## config.mk

```make
export PLATFORM = sky130hd
export DESIGN_NAME = lbba_div
export DESIGN_NICKNAME = d
export VERILOG_FILES = /design/src/rtl/lbba_pkg.sv /design/src/rtl/lbba_div.sv
export SDC_FILE = /design/constraint.sdc
export NUM_CORES = 1
export LEC_CHECK = 0
export BUFFER_PORTS_ARGS = -buffer_cell sky130_fd_sc_hd__clkbuf_2
export CAP_MARGIN = 20
export CORE_ASPECT_RATIO = 1.2
export CORE_MARGIN = 8
export CORE_UTILIZATION = 45
export DETAILED_ROUTE_END_ITERATION = 6
export GPL_TIMING_DRIVEN = 0
export PLACE_DENSITY = 0.68
export SYNTH_ARGS = -nofsm -noshare
export SYNTH_HDL_FRONTEND = slang
export SYNTH_SLANG_ARGS = --single-unit
```

## constraint.sdc

```tcl
create_clock -name clk -period 2.6 [get_ports clk]
set_clock_uncertainty 0.05 [all_clocks]
set_input_delay 0.26 -clock clk [delete_from_list [all_inputs] [get_ports clk]]
set_output_delay 0.26 -clock clk [all_outputs]
set_load 0.01 [all_outputs]
```

## src/rtl/lbba_pkg.sv

```systemverilog
// Shared types, register codes and constants of the LED blink and breathe animator.
package lbba_pkg;

	localparam int TIME_WIDTH_DEF = 32;
	localparam int NOW_W          = 32;
	localparam int LEVEL_W        = 8;
	localparam int RATE_W         = 16;
	localparam int MODE_W         = 2;
	localparam int CFG_IDX_W      = 3;
	localparam int CFG_DATA_W     = 16;
	localparam int KEY_W          = 4 * LEVEL_W;
	// operand width of the short divide (ramp scale)
	localparam int SHORT_DIV_W    = 24;

	localparam logic [LEVEL_W-1:0] FULL_SCALE = 8'd255;

	typedef enum logic [MODE_W-1:0] {
		MODE_OFF     = 2'd0,
		MODE_SOLID   = 2'd1,
		MODE_BLINK   = 2'd2,
		MODE_BREATHE = 2'd3
	} mode_t;

	typedef enum logic [CFG_IDX_W-1:0] {
		REG_MODE   = 3'd0,
		REG_RED    = 3'd1,
		REG_GREEN  = 3'd2,
		REG_BLUE   = 3'd3,
		REG_RATE   = 3'd4,
		REG_BASE   = 3'd5
	} reg_idx_t;

	localparam mode_t               RST_MODE  = MODE_BLINK;
	localparam logic [LEVEL_W-1:0]  RST_RED   = 8'd0;
	localparam logic [LEVEL_W-1:0]  RST_GREEN = 8'd0;
	localparam logic [LEVEL_W-1:0]  RST_BLUE  = 8'd255;
	localparam logic [RATE_W-1:0]   RST_RATE  = 16'd500;
	localparam logic [LEVEL_W-1:0]  RST_BASE  = 8'd64;

	typedef struct packed {
		mode_t               mode;
		logic [LEVEL_W-1:0]  red;
		logic [LEVEL_W-1:0]  green;
		logic [LEVEL_W-1:0]  blue;
		logic [RATE_W-1:0]   rate;
		logic [LEVEL_W-1:0]  base;
	} cfg_t;

	typedef struct packed {
		logic start;
		logic short_op;
	} div_ctl_t;

	typedef struct packed {
		logic done;
	} div_sts_t;

endpackage

```

## src/rtl/lbba_div.sv

```systemverilog
// Shared restoring divider, one quotient bit per cycle.
module lbba_div import lbba_pkg::*; #(
	parameter int DIV_W = SHORT_DIV_W
) (
	input  logic              clk,
	input  logic              arst_n,
	input  div_ctl_t          div_ctl,
	input  logic [DIV_W-1:0]  div_dvd,
	input  logic [RATE_W-1:0] div_dsr,
	output div_sts_t          div_sts,
	output logic [DIV_W-1:0]  div_quo,
	output logic [RATE_W-1:0] div_rem
);

	localparam int CNT_W = $clog2(DIV_W + 1);
	localparam int ALIGN = DIV_W - SHORT_DIV_W;

	logic [DIV_W-1:0]  dvd_q;
	logic [DIV_W-1:0]  quo_q;
	logic [RATE_W-1:0] rem_q;
	logic [CNT_W-1:0]  cnt_q;
	logic              done_q;
	logic              busy;
	logic [RATE_W:0]   trial;
	logic              fits;
	logic [RATE_W:0]   trial_sub;

	assign busy      = cnt_q != '0;
	assign trial     = {rem_q, dvd_q[DIV_W-1]};
	assign fits      = trial >= {1'b0, div_dsr};
	assign trial_sub = trial - {1'b0, div_dsr};

	assign div_sts.done = done_q;
	assign div_quo      = quo_q;
	assign div_rem      = rem_q;

	// load operands, then shift and subtract once per cycle
	always_ff @(posedge clk or negedge arst_n) begin
		if (!arst_n) begin
			cnt_q  <= '0;
			done_q <= 1'b0;
			dvd_q  <= '0;
			quo_q  <= '0;
			rem_q  <= '0;
		end else begin
			done_q <= busy && (cnt_q == CNT_W'(1));
			if (div_ctl.start) begin
				cnt_q <= div_ctl.short_op ? CNT_W'(SHORT_DIV_W) : CNT_W'(DIV_W);
				dvd_q <= div_ctl.short_op ? (div_dvd << ALIGN) : div_dvd;
				quo_q <= '0;
				rem_q <= '0;
			end else if (busy) begin
				cnt_q <= cnt_q - CNT_W'(1);
				dvd_q <= dvd_q << 1;
				quo_q <= {quo_q[DIV_W-2:0], fits};
				rem_q <= fits ? trial_sub[RATE_W-1:0] : trial[RATE_W-1:0];
			end
		end
	end

endmodule

```

; ---- Word level (Yosys, flattened, before mapping)
; Index checks and enable logic that the tools add are counted.
[classes]
n_addsub = 2
order_cmp = 1
n_eq_ne = 1
muxes = 9
n_reduce_logical = 3
[op_table]
columns = operator, n
row1 = two-way mux 24 bit, 4
row2 = two-way mux 16 bit, 3
row3 = greater-or-equal comparator 17 x 16 -> 1 bit, 1
row4 = subtractor 16 bit, 1
row5 = two-way mux 5 bit, 2
row6 = "== test 5 x 1 -> 1 bit, second input constant", 1
row7 = nonzero test 5 bit, 1
row8 = "subtractor 5 x 1 -> 5 bit, second input constant", 1
row9 = nonzero test 2 bit, 1
row10 = logical AND 1 bit, 1
[word_totals]
reg_bits = 70
output_inout_bits = 41
elab_cells = 21

; ---- Longest topological paths before layout
[logic_depth]
word_depth = 4
depth_mapped = 10
ltp_nobuf = 10

; ---- Worst setup path before layout
; No wires, ideal clock.
[synth_path]
path_type = register to register
startpoint = register dvd_q[23]
endpoint = register rem_q[14] (netlist: div_rem[14])
t_arrival_ns = 2.147
required_time_ns = 2.440
slack_ns = 0.293
path_stages_with_launch = 11
path_cell_list = dfrtp_1 -> inv_1 -> ha_1 -> fa_1 -> nor2b_1 -> o31ai_1 -> a21oi_1 -> nor4_1 -> a311oi_1 -> a21oi_1 -> o41ai_1
[synth_via]
elab_chain_len = 4
word_cells_on_any_way = 5
classes_between = 1 x add/sub / 1 x order compare / 3 x mux
[synth_lines]
columns = item, line
row1 = "start, declared", lbba_div.sv:18  ; logic [DIV_W-1:0] dvd_q;
row2 = "start signal, assigned", lbba_div.sv:49  ; dvd_q <= div_ctl.short_op ? (div_dvd << ALIGN) : div_dvd;
row3 = "start signal, assigned", lbba_div.sv:54  ; dvd_q <= dvd_q << 1;
row4 = subtractor 16 bit / greater-or-equal comparator 17 x 16 -> 1 bit (equally long branches), "lbba_div.sv:31, lbba_div.sv:30"
row5 = two-way mux 16 bit (*), lbba_div.sv:56  ; rem_q <= fits ? trial_sub[RATE_W-1:0] : trial[RATE_W-1:0];
row6 = two-way mux 16 bit (*), lbba_div.sv:52  ; end else if (busy) begin
row7 = two-way mux 16 bit (*), lbba_div.sv:47  ; if (div_ctl.start) begin
row8 = "end signal, assigned", lbba_div.sv:56
row9 = "end, declared", lbba_div.sv:20  ; logic [RATE_W-1:0] rem_q;
; Every way passes the cells marked *; elsewhere a longest branch is shown, timed or not. The select of a mux whose other input is x is not followed.
; A chain may end at the register's enable or synchronous reset.

; ---- Worst setup path after layout
; Same ends and word-level chain as after synthesis.

==> impl_metrics.csv <==
group,metric,value,unit
logic_synthesis,yosysTopAreaCell,"dfrtp_1",
setup_path,cpPeakStageDelay,0.37,ns
global_route,antenna_found_initial,0,
clocking,clock_sinks,70,
timing,fin_crit_sh,96.9,%
timing,tightest_slew,0.597,ns
logic_synthesis,syn_nets,510,
place,place_hpwl,7390,µm
logic_synthesis,yosys_warnings,0,
timing,max_freq,397,MHz
timing,slew_headroom,60.2,%
logic_synthesis,yosys-top-cells-count,"86 x nand2_1, 70 x dfrtp_1, 36 x a21oi_1",
global_route,grt_util_met2,28.4,%
logic_synthesis,synthTopCellsByArea,"dfrtp_1 44%, mux2i_1 8.5%, nand2_1 8.0%",
clocking,clock-root-buffer,"clkbuf_8",
run_status,status,"finished clean",
clocking,clkTransAtPathRegs,0.07,ns
logic_synthesis,yosys_register_bits,70,
setup_path,critPathTopFamily,"compound AO/OA/AOI/OAI gates",
setup_path,cp_slowest_cell,"dfrtp_1",
global_route,grt_pass1_vias,3582,
finish,final_layout_size_suffix_gt1_share,21.2,%
global_route,globalRouteMet3Util,4.66,%
global_route,grt_use_total,17.0,%
floorplanning,ios,85,
global_route,grt-ovfl-total,0,
clocking,clock_latency,0.36,ns
flow_run,drv_cap,0,
floorplanning,die-area,0.0122,mm²
floorplanning,die-height,119,µm
global_route,top_usage_layer,"met2",
worst_hold_path,hold_path.class,"input pin to flop",
logic_synthesis,async_flop_share,100,%
logic_synthesis,avgSynthCellArea,8.99,µm²
logic_synthesis,ys.flop_type,"dfrtp_1",
logic_synthesis,ys_seq_area_share,43.7,%
setup_path,crit_chain,"inv_1 -> ha_1 -> fa_2 -> nor2b_2 -> o31ai_4 -> a21oi_2 -> nor4_1 -> a311oi_1 -> a21oi_1 -> o41ai_1",
setup_path,criticalPathCategory,"flop to flop",
routing,drt-vias-per-instance,5.20,
finish,syn_to_final_growth,21.0,%
setup_path,critPathMaxFanout,4,
clocking,cts_buffers,9,
setup_path,endpoint_kind,"flop",
logic_synthesis,synthMostInstantiatedCell,"nand2_1",
routing,vias,3460,
pwr,power.total,3.78,mW
finish,diodes,0,
floorplanning,fp-row-count,37,
clocking,htreeDepth,3,
floorplanning,initial_core_util,46.6,%
routing,drc,0,
pwr,power.density,779,mW/mm²
global_route,grt_pass1_wl,16700,µm
routing,detail_route.wl_per_cell,15.0,µm
place,io_buffers,82,
pwr,leakage,2.54,nW
timing,fin_crit,2.52,ns
finish,fin_nets,607,
logic_synthesis,synthesis.area,0.00401,mm²
logic_synthesis,synth_top_cell_area_share,43.7,%
timing,finalHoldViolCount,0,
setup_path,worstPathArrival,2.71,ns
setup_path,crit_buf_inv,1,
logic_synthesis,netlist-cell-type-count,52,
setup_path,required,2.79,ns
timing,drv_slew,0,
finish,final_util,56.4,%
setup_path,critPathLaunchType,"flop",
timing,setup_viol,0,
place,finalWeightedCongestion,0.850,
routing,ant_nets,0,
floorplanning,die_width,102,µm
routing,dr.first_iter.drc_count,191,
pwr,peakVddDrop,0.402,mV
global_route,met1_usage,20.4,%
clocking,cts_tree,"done",
logic_synthesis,synth-edff-count,0,
routing,first_pass_iters,4,
timing,whs,0.0594,ns
global_route,grt_max_degree,47,
logic_synthesis,netlist_instances,446,
routing,wl,9990,µm
clocking,cts_buffer_depth,2,
floorplanning,core_area,0.00861,mm²
[where the power goes]
| part | internal, mW | switching (mW) | leakage [nW] |
|---|---|---|---|
| Clock | 0.469 | 0.422 | 0.0955 |
| Combinational | 0.672 | 0.843 | 1.52 |
| Sequential | 1.23 | 0.145 | 0.919 |
| Total | 2.37 | 1.41 | 2.54 |
[layout by cell type, fill, tap and decap left out, types with 3 or more instances in the layout]
| master | instances |
|---|---|
| xnor2_1 | 9 |
| buf_4 | 3 |
| buf_1 | 3 |
| ha_1 | 19 |
| a211oi_1 | 15 |
| nor2_1 | 32 |
| clkbuf_8 | 10 |
| a21oi_1 | 35 |
| o21ai_0 | 32 |
| nor3_1 | 7 |
| a21oi_2 | 3 |
| mux2i_1 | 34 |
| o21a_1 | 3 |
| nand2_1 | 86 |
| clkbuf_1 | 20 |
| clkbuf_2 | 81 |
| xor2_1 | 3 |
| o31ai_1 | 3 |
| a21o_1 | 4 |
| dfrtp_1 | 70 |
| inv_1 | 21 |
[tightest hold or removal path: cells and delay by family]
family                 cells  cell delay (ns)
and+or+nand+nor            1             0.04
AOI/OAI and AO/OA          1             0.05
buffers and inverters      1             0.07
[sequential cells by signal, summed over array words and instances, names as in the netlist]
name and count:
div_quo 24, div_sts 1, div_rem 16, dvd_q 24
cnt_q 5
[stage by stage]
step                cell area, µm²  TNS [ns]  cells  setup slack, ns
floorplan                     4010         0    446            0.293
global placement              4570   -0.0203    645          -0.0203
detailed placement            4600   -0.0810    646          -0.0810
CTS                           4810         0    663          0.00128
global route                  4850   -0.0245    665          -0.0123
finish                        4850         0    665           0.0804
[area by class of cell]
type | instances | area [µm²]
buffer | 25 | 106
clock buffer | 11 | 141
clock inverter | 5 | 58.8
fill | 820 | 3760
inverter | 21 | 78.8
multi-input combinational | 330 | 2100
sequential | 70 | 1750
tap | 117 | 146
timing repair buffer | 86 | 465
[cell families (layout without fill, tap and decap cells)]
family	count (synthesis)	after routing	synth area share, %
simple gates	151	151	16.2
compound gates	112	112	17.7
flops	70	70	43.7
buf+inv	46	148	4.62
mux	35	35	8.76
fa+ha+maj	20	20	6.43
xor+xnor	12	12	2.62
[per-layer routing]
metal	part of all wire [%]	wire, µm	vias up
met5	0	0	-
met4	1.3	125	0
met3	4.7	468	10
met2	49	4940	71
met1	45	4460	1637
li1	-	-	1742
[worst paths after layout]
path                                       start                      end  slack, ns  cells after the start
max                        dvd_q[23]$_DFFE_PN0P_  div_rem[14]$_DFFE_PN0P_       0.08                     10
min                                   div_dvd[4]     dvd_q[4]$_DFFE_PN0P_       0.06                      3
max reg2reg                dvd_q[23]$_DFFE_PN0P_  div_rem[14]$_DFFE_PN0P_       0.08                     10
min reg2reg                 dvd_q[0]$_DFFE_PN0P_     dvd_q[0]$_DFFE_PN0P_       0.49                      2
max in group asynchronous                 arst_n   div_rem[9]$_DFFE_PN0P_       1.62                      3
min in group asynchronous                 arst_n    dvd_q[14]$_DFFE_PN0P_       0.33                      2
[repair_timing]
item,4_1_cts,5_1_grt
hold buffers,1,0
pin swaps,0,1
buffers inserted,0,2
endpoints found under the setup margin,1,15
endpoints found under the hold margin,24,0
gates resized for setup,1,6
No activity file was read; power rests on OpenSTA's default activity.
